File: config.mk
export PLATFORM = sky130hd
export DESIGN_NAME = icp_controller
export DESIGN_NICKNAME = d
export VERILOG_FILES = /design/src/rtl/icp_pkg.sv /design/src/rtl/icp_controller.sv
export SDC_FILE = /design/constraint.sdc
export NUM_CORES = 1
export LEC_CHECK = 0
export BUFFER_PORTS_ARGS = -buffer_cell sky130_fd_sc_hd__buf_2
export CORE_ASPECT_RATIO = 1.1
export CORE_UTILIZATION = 35
export DETAILED_ROUTE_END_ITERATION = 10
export GPL_ROUTABILITY_DRIVEN = 0
export MAX_ROUTING_LAYER = met4
export SLEW_MARGIN = 5
export SYNTH_ARGS = -nofsm -noshare
export SYNTH_HDL_FRONTEND = slang
export SYNTH_SLANG_ARGS = --single-unit
File: constraint.sdc
create_clock -name clk -period 2.76 [get_ports clk]
set_input_delay 0.276 -clock clk [delete_from_list [all_inputs] [get_ports clk]]
set_output_delay 0.276 -clock clk [all_outputs]
set_load 0.1 [all_outputs]
File: src/rtl/icp_pkg.sv
// Shared types and constants of the intcode processor.
// Holds the word widths, event codes, opcode decode type and the command and
// status structs that join the controller to the datapath. No dependencies.
package icp_pkg;

    localparam int DEF_MEM_DEPTH = 4096;
    localparam int ADDR_W        = 12;
    localparam int WORD_W        = 64;
    localparam int EVENT_W       = 3;

    // A run that executes this many instructions without stopping is an error.
    localparam int RUN_BUDGET = 1048576;
    localparam int CNT_W      = $clog2(RUN_BUDGET) + 1;

    localparam logic [EVENT_W-1:0] EV_OUTPUT     = 3'd0;
    localparam logic [EVENT_W-1:0] EV_NEED_INPUT = 3'd1;
    localparam logic [EVENT_W-1:0] EV_HALTED     = 3'd2;
    localparam logic [EVENT_W-1:0] EV_ERROR      = 3'd3;
    localparam logic [EVENT_W-1:0] EV_LOADED     = 3'd4;

    typedef enum logic [3:0] {
        OP_BAD,
        OP_ADD,
        OP_MUL,
        OP_IN,
        OP_OUT,
        OP_JT,
        OP_JF,
        OP_LT,
        OP_EQ,
        OP_ARB,
        OP_HALT
    } opcode_t;

    typedef enum logic [2:0] {
        MEM_NONE,
        MEM_RD_IP,
        MEM_RD_SLOT,
        MEM_RD_PTR,
        MEM_WR_LOAD,
        MEM_WR_RES,
        MEM_WR_IN,
        MEM_WR_ZERO
    } mem_cmd_t;

    typedef enum logic [2:0] {
        IP_HOLD,
        IP_ADV2,
        IP_ADV3,
        IP_ADV4,
        IP_JUMP
    } ip_cmd_t;

    typedef enum logic [2:0] {
        ALU_NONE,
        ALU_ADD,
        ALU_LT,
        ALU_EQ,
        ALU_MUL0,
        ALU_MUL1,
        ALU_MUL2
    } alu_cmd_t;

    typedef struct packed {
        mem_cmd_t           mem;
        ip_cmd_t            ip;
        alu_cmd_t           alu;
        logic [1:0]         param;
        logic               take_item;
        logic               capture_w;
        logic               bcd_step;
        logic               capture_ptr;
        logic               capture_a;
        logic               capture_b;
        logic               set_fed;
        logic               rb_add;
        logic               set_halt;
        logic               set_error;
        logic               cnt_inc;
        logic               out_load;
        logic [EVENT_W-1:0] out_event;
    } cmd_t;

    typedef struct packed {
        logic    clear_last;
        logic    halted;
        logic    error;
        logic    fed;
        logic    budget_done;
        logic    ip_oob;
        logic    bcd_last;
        logic    w_neg;
        opcode_t opcode;
        logic    slot_oob;
        logic    mode_bad;
        logic    ptr_oob;
        logic    jump_taken;
        logic    b_oob;
        logic    out_busy;
    } sts_t;

endpackage

File: src/rtl/icp_controller.sv
// Sequencing state machine of the intcode processor.
// Depends on icp_pkg; steers icp_datapath through cmd_t and reads sts_t.
module icp_controller (
    input  logic          clk,
    input  logic          rst_n,
    input  logic          in_valid,
    input  logic          in_mode,
    output logic          in_ready,
    input  icp_pkg::sts_t sts,
    output icp_pkg::cmd_t cmd
);
    import icp_pkg::*;

    typedef enum logic [12:0] {
        S_CLEAR    = 13'b0000000000001,
        S_IDLE     = 13'b0000000000010,
        S_FETCH    = 13'b0000000000100,
        S_DECODE   = 13'b0000000001000,
        S_DIGITS   = 13'b0000000010000,
        S_DISPATCH = 13'b0000000100000,
        S_SLOT     = 13'b0000001000000,
        S_ADDR     = 13'b0000010000000,
        S_VAL      = 13'b0000100000000,
        S_EXEC     = 13'b0001000000000,
        S_MUL      = 13'b0010000000000,
        S_WRITE    = 13'b0100000000000,
        S_RESP     = 13'b1000000000000
    } state_t;

    typedef enum logic [1:0] {
        TGT_A,
        TGT_B,
        TGT_DST
    } tgt_t;

    state_t             state_reg;
    state_t             state_next;
    logic [1:0]         k_reg;
    logic [1:0]         k_next;
    tgt_t               tgt_reg;
    tgt_t               tgt_next;
    logic [EVENT_W-1:0] ev_reg;
    logic [EVENT_W-1:0] ev_next;
    logic               mul_reg;
    logic               mul_next;
    logic               fail;
    logic               operand_done;
    logic               arith;

    assign arith = (sts.opcode == OP_ADD) || (sts.opcode == OP_MUL) ||
                   (sts.opcode == OP_LT) || (sts.opcode == OP_EQ);

    always_comb
    begin
        cmd          = '0;
        cmd.param    = k_reg;
        in_ready     = 1'b0;
        state_next   = state_reg;
        k_next       = k_reg;
        tgt_next     = tgt_reg;
        ev_next      = ev_reg;
        mul_next     = mul_reg;
        fail         = 1'b0;
        operand_done = 1'b0;

        case (state_reg)
            S_CLEAR:
            begin
                cmd.mem = MEM_WR_ZERO;
                if (sts.clear_last)
                    state_next = S_IDLE;
            end
            S_IDLE:
            begin
                in_ready = 1'b1;
                if (in_valid)
                begin
                    if (!in_mode)
                    begin
                        cmd.mem    = MEM_WR_LOAD;
                        ev_next    = EV_LOADED;
                        state_next = S_RESP;
                    end
                    else if (sts.error)
                    begin
                        ev_next    = EV_ERROR;
                        state_next = S_RESP;
                    end
                    else if (sts.halted)
                    begin
                        ev_next    = EV_HALTED;
                        state_next = S_RESP;
                    end
                    else
                    begin
                        cmd.take_item = 1'b1;
                        state_next    = S_FETCH;
                    end
                end
            end
            S_FETCH:
            begin
                if (sts.budget_done || sts.ip_oob)
                    fail = 1'b1;
                else
                begin
                    cmd.mem    = MEM_RD_IP;
                    state_next = S_DECODE;
                end
            end
            S_DECODE:
            begin
                cmd.capture_w = 1'b1;
                state_next    = S_DIGITS;
            end
            S_DIGITS:
            begin
                cmd.bcd_step = 1'b1;
                if (sts.bcd_last)
                    state_next = S_DISPATCH;
            end
            S_DISPATCH:
            begin
                if (sts.w_neg)
                    fail = 1'b1;
                else
                begin
                    case (sts.opcode)
                        OP_ADD, OP_MUL, OP_LT, OP_EQ, OP_OUT, OP_JT, OP_JF, OP_ARB:
                        begin
                            k_next     = 2'd1;
                            tgt_next   = TGT_A;
                            state_next = S_SLOT;
                        end
                        OP_IN:
                        begin
                            if (sts.fed)
                            begin
                                ev_next    = EV_NEED_INPUT;
                                state_next = S_RESP;
                            end
                            else
                            begin
                                k_next     = 2'd1;
                                tgt_next   = TGT_DST;
                                state_next = S_SLOT;
                            end
                        end
                        OP_HALT:
                        begin
                            cmd.set_halt = 1'b1;
                            ev_next      = EV_HALTED;
                            state_next   = S_RESP;
                        end
                        default: fail = 1'b1;
                    endcase
                end
            end
            S_SLOT:
            begin
                if (sts.slot_oob || sts.mode_bad)
                    fail = 1'b1;
                else
                begin
                    cmd.mem    = MEM_RD_SLOT;
                    state_next = S_ADDR;
                end
            end
            S_ADDR:
            begin
                if (sts.ptr_oob)
                    fail = 1'b1;
                else
                begin
                    cmd.capture_ptr = 1'b1;
                    if (tgt_reg == TGT_DST)
                        operand_done = 1'b1;
                    else
                    begin
                        cmd.mem    = MEM_RD_PTR;
                        state_next = S_VAL;
                    end
                end
            end
            S_VAL:
            begin
                if (tgt_reg == TGT_A)
                    cmd.capture_a = 1'b1;
                else
                    cmd.capture_b = 1'b1;
                operand_done = 1'b1;
            end
            S_EXEC:
            begin
                case (sts.opcode)
                    OP_ADD:
                    begin
                        cmd.alu    = ALU_ADD;
                        state_next = S_WRITE;
                    end
                    OP_LT:
                    begin
                        cmd.alu    = ALU_LT;
                        state_next = S_WRITE;
                    end
                    OP_EQ:
                    begin
                        cmd.alu    = ALU_EQ;
                        state_next = S_WRITE;
                    end
                    OP_MUL:
                    begin
                        cmd.alu    = ALU_MUL0;
                        mul_next   = 1'b0;
                        state_next = S_MUL;
                    end
                    OP_IN:
                    begin
                        cmd.mem     = MEM_WR_IN;
                        cmd.set_fed = 1'b1;
                        cmd.ip      = IP_ADV2;
                        cmd.cnt_inc = 1'b1;
                        state_next  = S_FETCH;
                    end
                    OP_OUT:
                    begin
                        cmd.ip     = IP_ADV2;
                        ev_next    = EV_OUTPUT;
                        state_next = S_RESP;
                    end
                    OP_JT, OP_JF:
                    begin
                        if (k_reg == 2'd1)
                        begin
                            if (sts.jump_taken)
                            begin
                                k_next     = 2'd2;
                                tgt_next   = TGT_B;
                                state_next = S_SLOT;
                            end
                            else
                            begin
                                cmd.ip      = IP_ADV3;
                                cmd.cnt_inc = 1'b1;
                                state_next  = S_FETCH;
                            end
                        end
                        else if (sts.b_oob)
                            fail = 1'b1;
                        else
                        begin
                            cmd.ip      = IP_JUMP;
                            cmd.cnt_inc = 1'b1;
                            state_next  = S_FETCH;
                        end
                    end
                    OP_ARB:
                    begin
                        cmd.rb_add  = 1'b1;
                        cmd.ip      = IP_ADV2;
                        cmd.cnt_inc = 1'b1;
                        state_next  = S_FETCH;
                    end
                    default: fail = 1'b1;
                endcase
            end
            S_MUL:
            begin
                if (!mul_reg)
                begin
                    cmd.alu  = ALU_MUL1;
                    mul_next = 1'b1;
                end
                else
                begin
                    cmd.alu    = ALU_MUL2;
                    state_next = S_WRITE;
                end
            end
            S_WRITE:
            begin
                cmd.mem     = MEM_WR_RES;
                cmd.ip      = IP_ADV4;
                cmd.cnt_inc = 1'b1;
                state_next  = S_FETCH;
            end
            S_RESP:
            begin
                if (!sts.out_busy)
                begin
                    cmd.out_load  = 1'b1;
                    cmd.out_event = ev_reg;
                    state_next    = S_IDLE;
                end
            end
            default: state_next = S_IDLE;
        endcase

        // After an operand is resolved, arithmetic ops fetch the next one until
        // the destination is resolved; everything else moves on to execution.
        if (operand_done)
        begin
            if (arith && (k_reg != 2'd3))
            begin
                k_next     = k_reg + 2'd1;
                tgt_next   = (k_reg == 2'd2) ? TGT_DST : TGT_B;
                state_next = S_SLOT;
            end
            else
                state_next = S_EXEC;
        end

        if (fail)
        begin
            cmd.set_error = 1'b1;
            ev_next       = EV_ERROR;
            state_next    = S_RESP;
        end
    end

    always_ff @(posedge clk or negedge rst_n)
    begin
        if (!rst_n)
        begin
            state_reg <= S_CLEAR;
            k_reg     <= 2'd0;
            tgt_reg   <= TGT_A;
            ev_reg    <= EV_LOADED;
            mul_reg   <= 1'b0;
        end
        else
        begin
            state_reg <= state_next;
            k_reg     <= k_next;
            tgt_reg   <= tgt_next;
            ev_reg    <= ev_next;
            mul_reg   <= mul_next;
        end
    end

endmodule

---- Yosys cells after proc, flatten, opt, wreduce, memory -nomap -nowiden ----
Index checks and enable logic that the tools add are counted.
storage, ports and cells
  bits in registers ....................... 21
  input bits .............................. 22
operators by class
  add/sub/neg operators ................... 1
  equality and inequality tests ........... 48
  multiplexer cells ....................... 109
  reductions and logical operators ........ 19
operators by type and width
  kind                  number
  $mux 13               18
  $pmux 13 s13          1
  $pmux 13 s5           1
  $mux 2                22
  $ne 4x4->1 const B    11
  $mux 3                13
  $pmux 13 s3           1
  $mux 1                32
  $pmux 3 s2            4
  $pmux 3 s7            1
  $eq 4x3->1 const B    4
  $pmux 2 s2            4
  $reduce_and 14->1     1
  $eq 13x1->1 const B   1
  $eq 13x10->1 const B  1
  $eq 13x11->1 const B  1
  $eq 13x12->1 const B  1
  $eq 13x13->1 const B  1
  $eq 13x2->1 const B   1
  $eq 13x3->1 const B   1
  $eq 13x4->1 const B   1
  $eq 13x5->1 const B   1
  $eq 13x6->1 const B   1
  $eq 13x7->1 const B   1
  35 further kinds      53

---- Longest topological paths before layout ----
Gate-level depths: netlist of the first run.
  depth in word-level cells ............... 8
  gate-level depth with buffers ........... 9
  gate-level depth less buffers ........... 9

---- Worst setup path after synthesis of the first run ----
OpenSTA, ideal clock, no wires.
  path type ............................... register to output
  start point ............................. reg state_reg[6]
  end point ............................... out cmd[25] (netlist name)
  arrival time ............................ 4.235 ns
  path slack .............................. -1.751 ns
  stages on the path, launching flop included .. 7
  path buffers ............................ 1
  path through ............................ dfrtp_1 -> buf_6 -> nor4_4 -> nand4_2 -> nor2_1 -> nand2_1 -> o221ai_1
RTL lines
  element                   RTL line               RTL
  start: declaration        icp_controller.sv:36   state_t state_reg;
  start signal: assignment  icp_controller.sv:333  state_reg <= state_next;
  end: declaration          icp_controller.sv:10   output icp_pkg::cmd_t cmd

==> impl_metrics.tcl, run 1 <==
set metrics [dict create \
    vias 2026 \
    setup_viol_count_final 0 \
    yosysUniqueCellTypes 66 \
    detail_route.iter0.violations 145 \
    portBuffers 48 \
    grt_pass1_vias 1825 \
    antenna_left 0 \
    dp_hpwl_um 4480 \
    required_ps 2480 \
    cts_tree "yes" \
    multi_input_area_um2 1450 \
    fmax_mhz 386 \
    synth-edff-count 0 \
    rsz0062_at_grt "false" \
    ioPinCount 49 \
    start_util 0.364 \
    cts_num_sinks 21 \
    root_buffer "clkbuf_8" \
    layout.nets 310 \
    slew_viol_final 0 \
    synth_seq_cells 21 \
    area_growth_pct 37.8 \
    synthCells 235 \
    first_pass_iters 4 \
    grt_util_met1 0.267 \
    clk_latency_ps 270 \
    layout_commonest_cell "buf_2" \
    seq_area_um2 529 \
    die-area_um2 5920 \
    worstMarginPinSlew_ps 492 \
    cts_max_path_buffers 2 \
    largest_register_ffs 13 \
    drv_cap 0 \
    antenna_cells 0 \
    grtUsageMet3 0.0263 \
    pre_cts_ws_ps 233 \
    use_met2 0.334 \
    drcViolationCount 0 \
    rows 28 \
    drive_gt1_frac 0.359 \
    hp-class "in2reg" \
    die_x_um 73.5 \
    peakVddDrop_v 0.000271 \
    worst_slack_ps 167 \
    mostFrequentLayoutCells "buf_2 (30), nor2_1 (20), nand2_1 (19)" \
    cp_max_fo 10 \
    final.min_clock_period_ps 2590 \
    routed_via_density 5.64 \
    yosysWarnings 0 \
    fin_area_um2 2710 \
    gr-total-overflow 0 \
    busiest_layer "met2" \
    cp-start-kind "flop" \
    slew_headroom 0.672 \
    place_area_um2 2610 \
    syn_nets 260 \
    netlist_area_um2 1970 \
    antenna_found_initial 0 \
    grt_use_total 0.207 \
    grt_pass1_wl_um 9010 \
    criticalPathCategory "reg2out" \
    grt_max_degree 22 \
    numCtsBuffers 3 \
    drt_wl_total_um 5670 \
    ys_async_sr_fraction 1.00 \
    wire_per_inst_um 15.8 \
    core_area_um2 5400 \
    dp.cells 350 \
    htreeDepth 1 \
    end_kind "output pin" \
    critPathArrivalTime_ps 2320 \
    power_density_nw_per_um2 483 \
    fillers 523 \
    finalCritPeriodShare 0.940 \
    die_y_um 80.6 \
    instances_no_fill 359 \
    syn_area_per_cell_um2 8.36 \
    ys_seq_area_frac 0.269 \
    clk_pin_slew_ps 80 \
    holdWs_ps 147 \
    fin_skew_ps 4.98 \
    synthFlopType "dfrtp_1" \
    hold_violations 0 \
    p_leak_nw 1.15 \
    outcome "completed" \
]
-- worst max-delay path: stages, from the launching register on --
cell	delay, ps
dfrtp_2	490
nor4_4	360
buf_4	180
nand4_1	180
nor3_2	360
a221oi_4	100
inv_2	180
buf_12	190
-- repair_timing --
item / in CTS / in global routing
gates cloned: 0 / 0
gates resized for setup: 0 / 3
endpoints found under the setup margin: 4 / 7
hold endpoints to repair: 19 / 0
hold buffers: 1 / 0
pin swaps: 1 / 2
setup buffers: 2 / 2
-- stage by stage --
| stage | total power, mW | utilization | setup TNS [ps] |
|---|---|---|---|
| 2_1_floorplan | 0.943 | - | -915 |
| 3_3_place_gp | 1.10 | 0.484 | 0 |
| 3_5_place_dp | 1.10 | 0.484 | 0 |
| 4_1_cts | 1.31 | 0.497 | 0 |
| 5_1_grt | 1.40 | 0.502 | 0 |
| 6_report | 1.31 | 0.502 | 0 |
-- kinds of logic (layout without fill, tap and decap cells) --
| logic type | Yosys count | count (layout) | share of synthesized area |
|---|---|---|---|
| AOI/OAI and AO/OA | 57 | 57 | 0.220 |
| adders and majority gates | 3 | 3 | 0.0191 |
| buffers and inverters | 18 | 67 | 0.0490 |
| muxes | 3 | 3 | 0.0153 |
| and+or+nand+nor | 126 | 126 | 0.397 |
| DFF | 21 | 21 | 0.269 |
| xor gates and xnor gates | 7 | 7 | 0.0312 |
-- power breakdown --
group	switching, mW	leakage, nW	internal, mW
clock	0.104	0.0228	0.103
combinational	0.467	0.858	0.239
sequential	0.0429	0.266	0.351
-- path summary, 6_finish.rpt --
| check | start | endpoint | slack (ps) | depth (start not counted) |
|---|---|---|---|---|
| worst max-delay path | state_reg[6] | cmd[5] | 170 | 7 |
| worst min-delay path | sts[17] | state_reg[0] | 150 | 2 |
| worst max register to register | k_reg[1] | ev_reg[1] | 370 | 9 |
| worst min register to register | ev_reg[2] | ev_reg[2] | 480 | 2 |
| max in group asynchronous | rst_n | ev_reg[2] | 1900 | 2 |
| min in group asynchronous | rst_n | state_reg[4] | 500 | 2 |
-- metal layers --
metal  routed length [um]  up-vias
met5                    0        -
met3                  371        9
li1                     -      983
met4                   87        0
met2                 2760       65
met1                 2440      969
-- synth_stat cells (3+ instances only) --
master	instances	area (um2)
dfrtp_1	19	475
buf_2	5	25.0
o21a_1	3	22.5
nor4_1	6	37.5
nand2_1	19	71.3
nor3_1	7	35.0
o32ai_1	4	35.0
o21ai_0	8	40.0
mux2i_1	3	30.0
nor2b_1	8	50.1
a21oi_1	10	50.1
nand3_1	7	35.0
nand4_1	3	18.8
nor3b_1	4	30.0
and2_1	5	31.3
ha_1	3	37.5
nor2_1	23	86.3
inv_1	6	22.5
nand3b_1	5	37.5
nand2b_1	9	56.3
o21ai_1	5	25.0
xor2_1	3	26.3
xnor2_1	4	35.0
and3_1	5	31.3
o211ai_1	3	22.5
a31oi_1	5	31.3
-- area by class of cell --
type,instances,area share
Clock buffer,4,0.0166
Inverter,7,0.00970
Multi-Input combinational cell,196,0.537
Sequential cell,21,0.195
Tap cell,75,0.0346
Timing Repair Buffer,56,0.207
Note: power is estimated with default switching activity, not from simulation.
==> run 2: changes to the inputs <==
--- a/config.mk
+++ b/config.mk
@@ -6,7 +6,7 @@
 export NUM_CORES = 1
 export LEC_CHECK = 0
 export BUFFER_PORTS_ARGS = -buffer_cell sky130_fd_sc_hd__buf_2
-export CORE_ASPECT_RATIO = 1.1
+export CORE_ASPECT_RATIO = 0.7
 export CORE_UTILIZATION = 35
 export DETAILED_ROUTE_END_ITERATION = 10
 export GPL_ROUTABILITY_DRIVEN = 0
==> impl_metrics.tcl, run 2 (synthesis results as in run 1) <==
set metrics [dict create \
    outcome "completed" \
    antenna_cells 0 \
    drcViolationCount 0 \
    root_buffer "clkbuf_8" \
    ioPinCount 49 \
    drt_wl_total_um 5960 \
    dp.cells 350 \
    holdWs_ps 140 \
    reg2reg_slack_ps 450 \
    antenna_left 0 \
    gr-total-overflow 0 \
    start_util 0.370 \
    cp_max_fo 9 \
    cts_max_path_buffers 2 \
    numCtsBuffers 3 \
    endpoint "cmd[17]" \
    rows 22 \
    slew_headroom 0.672 \
    cts_tree "yes" \
    first_pass_iters 4 \
    slew_viol_final 0 \
    instances_no_fill 356 \
    vias 2047 \
    p_seq_frac 0.293 \
    die-area_um2 5920 \
    finalCritPeriodShare 0.952 \
    core_area_um2 5310 \
    portBuffers 48 \
    grt_use_total 0.216 \
    fmax_mhz 380 \
    hold_violations 0 \
    die_x_um 91.6 \
    fillers 475 \
    cts_num_sinks 21 \
    end_kind "output pin" \
    criticalPathCategory "reg2out" \
    reg2reg_from "state_reg[5]" \
    antenna_found_initial 0 \
    layout_commonest_cell "buf_2" \
    die_y_um 64.7 \
    grt_pass1_vias 1813 \
    power_switching_mw 0.651 \
    critPathArrivalTime_ps 2350 \
    drv_cap 0 \
    clkPwrFrac 0.157 \
    p_int_mw 0.708 \
    grt_pass1_wl_um 9630 \
    cp-start-kind "flop" \
    routed_via_density 5.75 \
    fin_skew_ps 4.72 \
    hp-class "in2reg" \
    dp_hpwl_um 4770 \
    final.min_clock_period_ps 2630 \
    htreeDepth 1 \
    required_ps 2480 \
    drive_gt1_frac 0.363 \
    largest_register_ffs 13 \
    grt_max_degree 22 \
    startpoint "state_reg[5]" \
    mostFrequentLayoutCells "buf_2 (30), nor2_1 (20), nand2_1 (19)" \
    setup_viol_count_final 0 \
    wire_per_inst_um 16.7 \
    clk_latency_ps 270 \
    worstMarginPinSlew_ps 492 \
    swShare 0.479 \
    reg2reg_depth 7 \
    p_leak_nw 1.15 \
    r2r-end "state_reg[2]" \
    power_density_nw_per_um2 499 \
    detail_route.iter0.violations 244 \
    layout.nets 310 \
    area_growth_pct 38.4 \
    peakVddDrop_v 0.000376 \
    clk_pin_slew_ps 80 \
    pwr-share-comb 0.550 \
]
-- run 2: cell type report --
cell class	instances	area, um2	share of cell area
clock buffer	4	45.0	0.0166
inverter	7	26.3	0.00966
multi-input combinational	196	1470	0.540
sequential	21	531	0.195
tap	72	90.1	0.0331
timing repair buffer	56	561	0.206
-- run 2: worst min path at each step --
stage                     startpoint           end  slack [ps]  depth (start not counted)
after CTS                    sts[17]  state_reg[0]         140                          2
final                        sts[17]  state_reg[0]         140                          2
after global routing         sts[17]  state_reg[0]         150                          2
after floorplan                rst_n     ev_reg[0]         -20                          0
after detailed placement       rst_n  state_reg[2]         280                          1
after global placement         rst_n      k_reg[0]         280                          1
-- run 2: worst max-delay path, stage by stage, from the launching register on --
cell     delay [ps]
dfrtp_1         520
nor4_4          330
buf_4           210
nand4_2         200
buf_4           240
o32ai_2         360
buf_12          220
-- run 2: stage by stage --
| stage | setup WS, ps | util | TNS [ps] | power [mW] | area, um2 |
|---|---|---|---|---|---|
| floorplan | -418 | - | -915 | 0.943 | 2070 |
| global placement | 406 | 0.496 | 0 | 1.12 | 2630 |
| detailed placement | 362 | 0.496 | 0 | 1.13 | 2630 |
| CTS | 57.8 | 0.506 | 0 | 1.34 | 2690 |
| global route | -37.7 | 0.512 | -66.2 | 1.44 | 2720 |
| finish | 131 | 0.512 | 0 | 1.36 | 2720 |
-- run 2: layer usage --
layer,up-vias,GRT usage,routed length (um)
li1,986,-,-
met1,972,0.321,2950
met2,80,0.298,2490
met3,9,0.0469,449
met4,0,0.0357,72
met5,-,-,0
-- run 2: power by group through the flow --
| stage | Sequential, mW | Combinational [mW] | Clock (mW) |
|---|---|---|---|
| after global routing | 0.404 | 0.808 | 0.233 |
| final | 0.398 | 0.747 | 0.214 |
| after CTS | 0.393 | 0.735 | 0.217 |
| after detailed placement | 0.399 | 0.727 | 0 |
| after floorplan | 0.389 | 0.554 | 0 |
| after global placement | 0.396 | 0.721 | 0 |
-- run 2: timing repair --
item / CTS / global route
setup buffers: 0 / 1
hold endpoints to repair: 19 / 0
hold buffers: 1 / 0
setup endpoints to repair: 0 / 9
gates resized for setup: 0 / 6
==> run 3: changes to the inputs <==
--- a/config.mk
+++ b/config.mk
@@ -6,7 +6,7 @@
 export NUM_CORES = 1
 export LEC_CHECK = 0
 export BUFFER_PORTS_ARGS = -buffer_cell sky130_fd_sc_hd__buf_2
-export CORE_ASPECT_RATIO = 0.7
+export CORE_ASPECT_RATIO = 0.9
 export CORE_UTILIZATION = 35
 export DETAILED_ROUTE_END_ITERATION = 10
 export GPL_ROUTABILITY_DRIVEN = 0
==> constraint.sdc (replaced) <==
create_clock -name clk -period 3.4 [get_ports clk]
set_input_delay 0.34 -clock clk [delete_from_list [all_inputs] [get_ports clk]]
set_output_delay 0.34 -clock clk [all_outputs]
set_load 0.1 [all_outputs]
==> impl_metrics.tcl, run 3 (synthesis results as in run 1) <==
set metrics [dict create \
    portBuffers 48 \
    grt_use_total 0.204 \
    end_kind "output pin" \
    p_leak_nw 1.06 \
    fmax_mhz 328 \
    critPathArrivalTime_ps 2710 \
    drv_cap 0 \
    cts.hold.buffers_added 0 \
    antenna_found_initial 0 \
    cts_tree "yes" \
    area_growth_pct 18.8 \
    worst_slack_ps 350 \
    criticalPathCategory "reg2out" \
    peakVddDrop_v 0.000473 \
    layout.nets 304 \
    cpMaxStageDelayCell "nor4_4" \
    die-area_um2 5920 \
    power_density_nw_per_um2 440 \
    dp_hpwl_um 4370 \
    ioPinCount 49 \
    root_buffer "clkbuf_8" \
    cts_num_sinks 21 \
    mostFrequentLayoutCells "buf_2 (48), nor2_1 (20), nand2_1 (19), dfrtp_1 (19), a21oi_1 (10)" \
    cp_top_family "simple AND/OR/NAND/NOR gates" \
    detail_route.iter0.violations 230 \
    first_pass_iters 4 \
    outcome "completed" \
    required_ps 3060 \
    cts_max_path_buffers 2 \
    grt_pass1_wl_um 8900 \
    slew_viol_final 0 \
    pre_cts_ws_ps 663 \
    rows 25 \
    fin_skew_ps 11.0 \
    vias 1947 \
    slew_headroom 0.607 \
    drcViolationCount 0 \
    antenna_left 0 \
    die_x_um 81.0 \
    final_core_util 0.439 \
    routed_via_density 5.64 \
    numCtsBuffers 3 \
    drive_gt1_frac 0.324 \
    gr-total-overflow 0 \
    hp-class "in2async" \
    die_y_um 73.1 \
    path_buf_inv 1 \
    core_area_um2 5320 \
    grt_pass1_vias 1730 \
    largest_register_ffs 13 \
    clk_latency_ps 270 \
    htreeDepth 1 \
    final.min_clock_period_ps 3050 \
    antenna_cells 0 \
    fin_area_um2 2340 \
    cpMostUsedCell "nor4_4" \
    path_cells "nor4_4 > nand2_2 > nor4_4 > nand3b_1 > o21a_1 > o221ai_2 > buf_2" \
    rsz0062_at_grt "false" \
    start_util 0.370 \
    cp_max_fo 11 \
    holdWs_ps 21.9 \
    cts_setup_buffers 0 \
    hold_violations 0 \
    max_stage_delay_ps 510 \
    post_cts_resized 0 \
    worstMarginPinSlew_ps 584 \
    grt_max_degree 22 \
    cp-start-kind "flop" \
    fillers 542 \
    clk_pin_slew_ps 90 \
    setup_viol_count_final 0 \
    finalCritPeriodShare 0.897 \
    wire_per_inst_um 16.3 \
    drt_wl_total_um 5610 \
    place_area_um2 2290 \
    layout_commonest_cell "buf_2" \
]
## run 3: where the power goes
part | leakage, nW | internal [mW] | switching, mW
combinational | 0.763 | 0.166 | 0.370
clock | 0.0255 | 0.0820 | 0.0915
sequential | 0.268 | 0.285 | 0.0337
## run 3: worst paths after layout
path,start,to,slack (ps),depth (start not counted)
max reg2reg,state_reg[10],k_reg[0],1130,6
max,state_reg[7],cmd[25],350,7
min,rst_n,state_reg[8],20,1
max in group asynchronous,rst_n,ev_reg[2],3020,1
min reg2reg,ev_reg[2],ev_reg[2],480,2
min in group clk,sts[17],state_reg[0],200,2
## run 3: final cells by class
cell class                      count  area (um2)  share of cell area
Multi-Input combinational cell    196        1400               0.598
Timing Repair Buffer               50         255               0.109
Tap cell                           67        83.8              0.0359
Clock buffer                        3        41.3              0.0177
Inverter                            7        26.3              0.0112
Sequential cell                    21         528               0.226
Clock inverter                      1        5.00             0.00214
## run 3: per-stage QoR
stage / power, mW / TNS, ps / instances
final: 1.03 / 0 / 345
after global routing: 1.09 / 0 / 345
after CTS: 1.03 / 0 / 345
after detailed placement: 0.856 / 0 / 341
after global placement: 0.853 / 0 / 341
after floorplan: 0.749 / -68.3 / 235
## run 3: metal layers
metal	track usage	wire, um	vias to the layer above
li1	-	-	970
met1	0.284	2710	925
met2	0.310	2550	44
met3	0.0338	277	8
met4	0.0456	76	0
met5	-	0	-
